File: config.mk
export PLATFORM = sky130hd
export DESIGN_NAME = glyph_coverage_pixel_blender
export DESIGN_NICKNAME = d
export VERILOG_FILES = /design/src/gcpb_pkg.sv /design/src/gcpb_lane.sv /design/src/gcpb_out_stage.sv /design/src/glyph_coverage_pixel_blender.sv
export VERILOG_INCLUDE_DIRS = /design/src /design/src/src
export SDC_FILE = /design/constraint.sdc
export NUM_CORES = 2
export LEC_CHECK = 0
export BUFFER_PORTS_ARGS = -buffer_cell sky130_fd_sc_hd__buf_2
export CORE_MARGIN = 5
export CORE_UTILIZATION = 40
export CTS_CLUSTER_DIAMETER = 60
export DETAILED_ROUTE_END_ITERATION = 10
export PLACE_DENSITY_LB_ADDON = 0.08
export RECOVER_POWER = 50
export SLEW_MARGIN = 15
export SYNTH_ARGS = -nofsm -noshare
export SYNTH_HDL_FRONTEND = slang
export SYNTH_SLANG_ARGS = --single-unit
File: constraint.sdc
create_clock -name clk -period 14.65 [get_ports clk]
set_input_delay 2.1975 -clock clk [delete_from_list [all_inputs] [get_ports clk]]
set_output_delay 2.1975 -clock clk [all_outputs]
set_load 0.02 [all_outputs]
File: src/glyph_coverage_pixel_blender_macros.svh
// assertion macros shared by the glyph coverage pixel blender rtl
// no dependencies; included inside module bodies
`ifndef GLYPH_COVERAGE_PIXEL_BLENDER_MACROS_SVH
`define GLYPH_COVERAGE_PIXEL_BLENDER_MACROS_SVH

// check that holds only out of reset
`define GCPB_ASSERT(lbl, clk, rst_n, prop, msg) \
  lbl: assert property (@(posedge clk) disable iff (!rst_n) prop) else $error(msg);

// check that also holds while reset is applied
`define GCPB_ASSERT_RST(lbl, clk, prop, msg) \
  lbl: assert property (@(posedge clk) prop) else $error(msg);

`endif

File: src/gcpb_pkg.sv
// shared types, register indexes and the coverage weight table
// no dependencies
`default_nettype none

package gcpb_pkg;

  typedef logic [31:0] pix_t;
  typedef logic [8:0]  weight_t;
  typedef logic [2:0]  cfg_idx_t;

  typedef struct packed {
    pix_t hi;
    pix_t lo;
  } pixel_pair_t;

  localparam cfg_idx_t REG_COLOR_ZERO   = 3'd0;
  localparam cfg_idx_t REG_COLOR_ONE    = 3'd1;
  localparam cfg_idx_t REG_COLOR_TWO    = 3'd2;
  localparam cfg_idx_t REG_COLOR_THREE  = 3'd3;
  localparam cfg_idx_t REG_COLOR_SELECT = 3'd4;
  localparam cfg_idx_t REG_BLEND_MODE   = 3'd5;

  localparam weight_t WEIGHT_ZERO = 9'h000;
  localparam weight_t WEIGHT_FULL = 9'h100;
  localparam logic [7:0] ALPHA_OPAQUE = 8'hFF;

  function automatic weight_t weight_of(input logic [3:0] nib);
    weight_t w;
    case (nib)
      4'h0: w = 9'h000;
      4'h1: w = 9'h011;
      4'h2: w = 9'h022;
      4'h3: w = 9'h033;
      4'h4: w = 9'h044;
      4'h5: w = 9'h055;
      4'h6: w = 9'h066;
      4'h7: w = 9'h077;
      4'h8: w = 9'h089;
      4'h9: w = 9'h09A;
      4'hA: w = 9'h0AB;
      4'hB: w = 9'h0BC;
      4'hC: w = 9'h0CD;
      4'hD: w = 9'h0DE;
      4'hE: w = 9'h0EF;
      4'hF: w = 9'h100;
      default: w = 9'h000;
    endcase
    return w;
  endfunction

endpackage

`default_nettype wire

File: src/gcpb_lane.sv
// one blend lane: coverage nibble to weight, per-channel mix of fg over bg
// depends on gcpb_pkg
`default_nettype none

module gcpb_lane (
  input  logic [3:0]    coverage,
  input  gcpb_pkg::pix_t fg,
  input  gcpb_pkg::pix_t bg,
  output gcpb_pkg::pix_t pixel
);
  import gcpb_pkg::*;

  weight_t    weight;
  weight_t    inv;
  logic [17:0] acc [3];
  pix_t       mixed;

  assign weight = weight_of(coverage);
  assign inv    = WEIGHT_FULL - weight;

  always_comb begin
    for (int i = 0; i < 3; i++) begin
      acc[i] = 18'(fg[8*i +: 8]) * 18'(weight) + 18'(bg[8*i +: 8]) * 18'(inv);
    end
    mixed = {ALPHA_OPAQUE, acc[2][15:8], acc[1][15:8], acc[0][15:8]};
  end

  always_comb begin
    if (weight == WEIGHT_ZERO) begin
      pixel = bg;
    end else if (weight == WEIGHT_FULL) begin
      pixel = fg;
    end else begin
      pixel = mixed;
    end
  end

endmodule

`default_nettype wire

File: src/gcpb_out_stage.sv
// merge stage: joins both lane pixels into one registered output request
// depends on gcpb_pkg and the assertion macro header
`default_nettype none

module gcpb_out_stage (
  input  logic                  clk,
  input  logic                  rst_n,
  input  logic                  in_valid,
  output logic                  in_ready,
  input  gcpb_pkg::pix_t        lane_lo,
  input  gcpb_pkg::pix_t        lane_hi,
  output logic                  out_valid,
  input  logic                  out_ready,
  output gcpb_pkg::pixel_pair_t out_pair
);
  import gcpb_pkg::*;

  logic        valid_r;
  logic        valid_nxt;
  pixel_pair_t pair_r;
  logic        in_fire;
  logic        out_fire;

  assign in_ready  = !valid_r || out_ready;
  assign in_fire   = in_valid && in_ready;
  assign out_fire  = valid_r && out_ready;
  assign out_valid = valid_r;
  assign out_pair  = pair_r;

  always_comb begin
    valid_nxt = valid_r;
    if (in_fire) begin
      valid_nxt = 1'b1;
    end else if (out_fire) begin
      valid_nxt = 1'b0;
    end
  end

  always_ff @(posedge clk) begin
    if (!rst_n) begin
      valid_r <= 1'b0;
    end else begin
      valid_r <= valid_nxt;
    end
  end

  always_ff @(posedge clk) begin
    if (in_fire) begin
      pair_r <= '{hi: lane_hi, lo: lane_lo};
    end
  end

  `include "glyph_coverage_pixel_blender_macros.svh"

  `GCPB_ASSERT(a_fill_after_accept, clk, rst_n, in_fire |=> valid_r, "accepted request not held")
  `GCPB_ASSERT(a_drain_empties, clk, rst_n, (out_fire && !in_fire) |=> !valid_r, "drained stage still valid")
  `GCPB_ASSERT(a_stall_holds, clk, rst_n, (valid_r && !out_ready) |=> (valid_r && $stable(pair_r)), "stalled result changed")
  `GCPB_ASSERT_RST(a_reset_clears, clk, !rst_n |=> !valid_r, "valid set after reset")

endmodule

`default_nettype wire

File: src/glyph_coverage_pixel_blender.sv
// glyph coverage pixel blender top: config registers, two blend lanes, output stage
// depends on gcpb_pkg, gcpb_lane, gcpb_out_stage
//
// usage:
//   in_* carries one request per cycle while in_tready is high: a coverage
//   byte (two 4-bit coverage values, low nibble first) and the two destination argb8888 pixels.
//   out_* returns the two new pixels for each request, in order, one result
//   per request.
//   cfg_* writes the four palette colors, the color select and the blend
//   mode; write only while no request is in flight.
// timing: a result is offered on out_* in the cycle after its request is taken.
// throughput: one request per cycle while in_tready is high; both pixels are
//   mixed at once by two parallel lanes, each with its own channel multipliers,
//   so the output register is the only sequential element on the data path.
// reset: rst_n low clears the palette, select and mode to zero and empties
//   the output register.
// stall: while out_tready is low the result holds; in_tready stays high as
//   long as the output register is empty or is being drained that cycle.
`default_nettype none

module glyph_coverage_pixel_blender (
  input  logic        clk,
  input  logic        rst_n,
  input  logic        in_tvalid,
  output logic        in_tready,
  input  logic [71:0] in_tdata,   // coverage_byte[7:0], dest_pixel_lo[39:8], dest_pixel_hi[71:40]
  output logic        out_tvalid,
  input  logic        out_tready,
  output logic [63:0] out_tdata,  // out_pixel_lo[31:0], out_pixel_hi[63:32]
  input  logic        cfg_wr_en,
  input  gcpb_pkg::cfg_idx_t cfg_index,
  input  logic [31:0] cfg_wdata
);
  import gcpb_pkg::*;

  pix_t        palette_r [4];
  logic [1:0]  color_select_r;
  logic        blend_mode_r;

  logic [7:0]  coverage_byte;
  pix_t        dest_pixel_lo;
  pix_t        dest_pixel_hi;
  pix_t        fg;
  pix_t        bg_lo;
  pix_t        bg_hi;
  pix_t        lane_lo;
  pix_t        lane_hi;
  pixel_pair_t out_pair;

  always_ff @(posedge clk) begin
    if (!rst_n) begin
      for (int i = 0; i < 4; i++) begin
        palette_r[i] <= '0;
      end
      color_select_r <= '0;
      blend_mode_r   <= 1'b0;
    end else if (cfg_wr_en) begin
      case (cfg_index)
        REG_COLOR_ZERO:   palette_r[0]   <= cfg_wdata;
        REG_COLOR_ONE:    palette_r[1]   <= cfg_wdata;
        REG_COLOR_TWO:    palette_r[2]   <= cfg_wdata;
        REG_COLOR_THREE:  palette_r[3]   <= cfg_wdata;
        REG_COLOR_SELECT: color_select_r <= cfg_wdata[1:0];
        REG_BLEND_MODE:   blend_mode_r   <= cfg_wdata[0];
        default: ;
      endcase
    end
  end

  assign coverage_byte = in_tdata[7:0];
  assign dest_pixel_lo = in_tdata[39:8];
  assign dest_pixel_hi = in_tdata[71:40];

  assign fg    = palette_r[color_select_r];
  // solid mode mixes against black
  assign bg_lo = blend_mode_r ? dest_pixel_lo : '0;
  assign bg_hi = blend_mode_r ? dest_pixel_hi : '0;

  gcpb_lane u_lane_lo (
    .coverage (coverage_byte[3:0]),
    .fg       (fg),
    .bg       (bg_lo),
    .pixel    (lane_lo)
  );

  gcpb_lane u_lane_hi (
    .coverage (coverage_byte[7:4]),
    .fg       (fg),
    .bg       (bg_hi),
    .pixel    (lane_hi)
  );

  gcpb_out_stage u_out_stage (
    .clk       (clk),
    .rst_n     (rst_n),
    .in_valid  (in_tvalid),
    .in_ready  (in_tready),
    .lane_lo   (lane_lo),
    .lane_hi   (lane_hi),
    .out_valid (out_tvalid),
    .out_ready (out_tready),
    .out_pair  (out_pair)
  );

  assign out_tdata = {out_pair.hi, out_pair.lo};

endmodule

`default_nettype wire

======== Yosys cells after proc, flatten, opt, wreduce, memory -nomap -nowiden ========
Memory sizes are Yosys's and may differ from the RTL's. A register that Yosys moved wholly into a read port is not among the register bits.
Index checks and enable logic that the tools add are counted.
W data, S select, Z words.
word-level totals
  bits in registers ....................... 68
  bits in latches ......................... 0
  RAM bits ................................ 128
  ROM bits ................................ 288
  input port bits ......................... 112
  output and inout port bits .............. 66
  logic and storage cells ................. 80
  memories kept ........................... 3
cells by class
  add/sub/neg operators ................... 8
  $mul .................................... 12
  div/mod/pow operators ................... 0
  order comparisons ....................... 0
  equal/unequal tests ..................... 7
  shifts and indexed selects .............. 0
  mux-type cells .......................... 31
  bitwise logic cells ..................... 4
  reduce and logical (&&, ||, !) cells .... 10
memory list
  name              words  bits a word  read ports  clocked after Yosys merged registers in  wr ports  RTL line                            RTL
  (name not given)  16     9            1           0                                        0         gcpb_pkg.sv:29                      case (nib)
  (name not given)  16     9            1           0                                        0         gcpb_pkg.sv:29
  palette_r         4      32           1           1                                        4         glyph_coverage_pixel_blender.sv:36  pix_t palette_r [4];
operator list
  cell                   number
  $mux W32               10
  $mul A8 B9 Y16         12
  $add A16 B16 Y16       6
  $mux W1                19
  $eq A9 B9 Y1 const B   2
  $logic_not A9 Y1       2
  $sub A9 B9 Y9 const A  2
  $eq A3 B2 Y1 const B   2
  $eq A3 B3 Y1 const B   2
  $mux W2                2
  $or A1 B1 Y1           4
  $reduce_and A2 Y1      2
  $eq A3 B1 Y1 const B   1
  $logic_not A3 Y1       1
  $logic_and A1 B1 Y1    2
  $reduce_bool A2 Y1     1
  $logic_not A1 Y1       1
  $logic_or A1 B1 Y1     1

======== Longest topological paths before layout ========
  depth after elaboration ................. 6
  mapped depth ............................ 30
  gate-level depth less buffers ........... 28

======== Cells and area by module ========
Synthesis repeated with hierarchy kept, for this count alone.
second synthesis, totals
  cell total of the unflattened synthesis .. 3777
  area, all modules ....................... 36735.2 µm²
by module, submodules not included
  module                        instances  cells each  area an instance (µm²)  sequential area each (µm²)
  gcpb_lane at u_lane_lo        1          1626        14142.3                 0.0
  gcpb_lane at u_lane_hi        1          1628        14139.8                 0.0
  glyph_coverage_pixel_blender  1          454         6473.7                  3943.8
  gcpb_out_stage                1          69          1979.4                  1941.9

======== Least setup slack after synthesis ========
Ideal clock, no wire load.
  path kind ............................... input port to flip-flop
  start ................................... in in_tdata[3]
  end ..................................... reg u_out_stage.pair_r, in the netlist u_out_stage.out_pair[15], data pin
  library setup time ...................... 0.264 ns
  arrival time ............................ 8.844 ns
  required time ........................... 14.386 ns
  setup slack ............................. 5.542 ns
  stages on the path ...................... 28
  path buffers ............................ 4
  cell sequence ........................... buf_2 xor2_1 inv_2 buf_2 buf_1 ha_1 nand3_1 nor3_1 ha_1 clkbuf_1 nand3_1 fa_1 inv_1 fa_1 fa_1 fa_1 fa_1 inv_1 fa_1 inv_1 ha_1 a21oi_1 nor2_1 a211oi_1 nor2_1 a2111oi_2 xnor2_1 o21ai_0
on the way
  longest elaborated chain between the ends .. 6
  elaborated cells between the ends (all ways) .. 9
  classes of those cells .................. add/sub (2); mul (2); eq/ne (1); mux (2); reduce/logical (1); memory (1)
ends and longest elaborated chain
  what                   RTL line                            RTL
  start, declared        glyph_coverage_pixel_blender.sv:26  input logic [71:0] in_tdata,
  $mem_v2 Z16 W9 *       -
  $sub A9 B9 Y9          gcpb_lane.sv:19                     assign inv = WEIGHT_FULL - weight;
  $mul A8 B9 Y16         gcpb_lane.sv:23                     acc[i] = 18'(fg[8*i +: 8]) * 18'(weight) + 18'(bg[8*i +: 8]) * 18'(inv);
  $add A16 B16 Y16       gcpb_lane.sv:23
  $mux W32               gcpb_lane.sv:31                     end else if (weight == WEIGHT_FULL) begin
  $mux W32 *             gcpb_lane.sv:29                     if (weight == WEIGHT_ZERO) begin
  named net lane_lo[15]  glyph_coverage_pixel_blender.sv:46  pix_t lane_lo;
  end signal, assigned   gcpb_out_stage.sv:49                pair_r <= '{hi: lane_hi, lo: lane_lo};
  end, declared          gcpb_out_stage.sv:20                pixel_pair_t pair_r;
The timed path passes the listed nets; every way through them passes the cells marked *.
A chain may end at the register's enable or synchronous reset.

======== Final worst setup path ========
  start ................................... in in_tdata[0]
  end ..................................... reg u_out_stage.pair_r, in the netlist u_out_stage.out_pair[14], data pin
Same word-level chain as after synthesis.

==> impl_results.md <==
- Status: complete, but fails checks
- Failing checks: max-capacitance violations, max-slew violations
- Syn_nets: 5012
- Global route hottest layer: met2
- Chip width: 311 µm
- Flop and latch count out of synthesis: 198
- Sequential-to-total area share from yosys stat: 0.163
- Setup bufs post-CTS: 0
- DRC Markers: 0
- CP arrival: 10470 ps
- Post-synth EDFFs: 192
- CTS H-tree depth: 4
- CTS sink count: 198
- Initial antenna violation count: 9
- Layout Skew: 38.4 ps
- Hold_sp: color_select_r[1]
- Synth warn: 0
- Maximum buffer depth of the clock tree: 2
- Vias in the first global route: 28600
- Power per cell area: 114 mW/mm²
- Setup TNS: 0 ps
- Synth area leaders: fa_1 35%, edfxtp_1 16%, ha_1 13%
- Layout cells sized above 1: 0.0891
- Post_cts resized: 0
- Tot Pwr: 4460 µW
- Largest net degree at the start of global routing: 73
- Worst EP required: 14950 ps
- Worst path bufs/invs: 8
- Setup CP Type: primary input to register
- Via density: 5.20
- Slew Limit Fails: 260
- DIE AREA: 0.0965 mm²
- DP Worst Slack: 3990 ps
- Mapped Cells: 3901
- Dominant cell type by area after synthesis: fa_1
- Worst-skew pair later-pin latency: 530 ps
- Final Instance Area: 0.0391 mm²
- Die Y: 311 µm
- Slowest cell on the critical path: fa_1
- VDD IR-drop max: 0.112 mV
- CP delay by family, top: adder cells
- Layout net count: 5115
- Grt ovf: 0
- Antenna Nets Post-Route: 0
- Crit end category: register
- Synthesized area per cell: 9.27 µm²
- Worst rel slew slack: -1.32
- Io pins: 178
- Starting density of the core: 0.402
- Final Hold Fails: 0
- Clk slew on worst S/H paths: 90 ps
- F_max: 98.3 MHz
- Met1 usage in global routing: 0.366
- DP Wirelength: 96400 µm
- Startpoint Class: primary input
- Hold_buf cts: 0
- M2 GR Usage: 0.418
- Most instantiated cells after synthesis: 847 x inv_1, 636 x fa_1, 424 x nor2_1, 399 x nand2_1, 363 x ha_1
- First-pass GRT wire length: 187000 µm
- CP Max Fanout: 17
- Count leader, synth: inv_1
- Number of I/O port buffers: 177
- CTS tree: yes
- Global-route track usage on met3: 0.0514
- Main synth FF type: edfxtp_1
- Final setup vio count: 0
- Core Area: 0.0899 mm²
- Async SR Flop Fraction: 0
- Root buf cell: clkbuf_16
- Post-placement cell area: 0.0385 mm²
- Area Growth Syn to Fin: 8.19%
- Worst min path class: register to register
- Pleak: 0.0197 µW
- RSZ-0062 raised after global routing: no
- Total Wirelength: 124000 µm
- Crit path from: in_tdata[0]
- Critical Path Most Common Cell: fa_1
- DR vias: 27000
- MaxCap Viol Count: 8
- Mapped Area: 0.0362 mm²
- Area share of the largest cell type after synthesis: 0.352
- Num CTS Buffers: 17
- GPL Wtd Cong: 0.892
- Drt pass-1 iters: 6
- Final min period: 10170 ps
- Global Route Usage Sum: 0.259
- Post-route setup slack: 4480 ps
- Slowest stage delay, CP: 570 ps
- Initial DRC count: 2131
- Slew @ Worst Pin: 3480 ps
- Row cnt: 110
- Period utilization: 0.694
- Routed WL per cell: 23.9 µm
- Yosys cell types: 63
-- cell families after synthesis --
kind of cell,Yosys count,share of synthesized area
compound gates,272,0.0493
simple gates,1237,0.153
mux,73,0.0250
buf+inv,1017,0.106
fa+ha+maj,999,0.478
flops,198,0.163
xor+xnor,105,0.0254
-- cells in the final DEF (no fill, tap or decap), types with 74 or more instances in the layout --
master / count
fa_1: 636
and2_1: 116
xnor2_1: 74
edfxtp_1: 192
ha_1: 360
nand2_1: 399
inv_1: 847
nor2_1: 423
buf_2: 173
nand3_1: 114
-- routing by layer --
layer	up-vias	wire (µm)
li1	12300	-
met1	13700	55300
met2	902	57200
met3	145	8480
met4	6	2950
met5	-	37
-- worst paths after layout --
check / cells past startpoint / end / slack, ps
worst min-delay path: 2 / register / 520
worst max-delay path: 29 / u_out_stage.out_pair[14] / 4480
worst min register to register: 2 / register / 520
worst max register to register: 24 / u_out_stage.out_pair[14] / 6360
-- worst register-to-register path: stages, from the launching register on --
cell and delay [ps]:
dfxtp_2 770, buf_4 600, mux2i_1 270, nand2_1 150, o21a_1 680, nand2_1 330
fa_1 570, inv_1 50, fa_1 480, inv_1 60, fa_1 500, inv_1 50
fa_1 490, fa_1 490, inv_1 50, fa_1 470, inv_1 40, ha_1 280
nand3_1 100, nor4_1 480, a21oi_1 260, o21ai_1 300, a21oi_1 130, xor2_1 160
a221oi_1 320
-- where the power goes --
| part | switching [µW] | total [µW] | internal [µW] |
|---|---|---|---|
| clock network | 282 | 513 | 231 |
| registers | 44.3 | 844 | 800 |
| logic | 1900 | 3110 | 1210 |
-- sequential cells by signal (all words and copies together) (netlist names), named ones only --
| name | cells |
|---|---|
| palette_r | 128 |
| u_out_stage.out_pair | 64 |
| color_select_r | 2 |
| blend_mode_r | 1 |
| u_out_stage.out_valid | 1 |
-- layout make-up --
cell class | instances | area, µm²
Inverter | 849 | 3190
Antenna cell | 5 | 12.5
Clock buffer | 17 | 425
Timing Repair Buffer | 252 | 1430
Sequential cell | 198 | 5890
Fill cell | 8951 | 50800
Clock inverter | 15 | 180
Multi-Input combinational cell | 2686 | 26500
Tap cell | 1176 | 1470
-- stage by stage --
step | instances | utilization | hold WS [ps]
2_1_floorplan | 3901 | - | 463
3_3_place_gp | 5161 | 0.429 | 501
3_5_place_dp | 5161 | 0.429 | 500
4_1_cts | 5193 | 0.436 | 526
5_1_grt | 5194 | 0.435 | 545
6_report | 5198 | 0.435 | 520
Power figures use the tool's default switching activity.
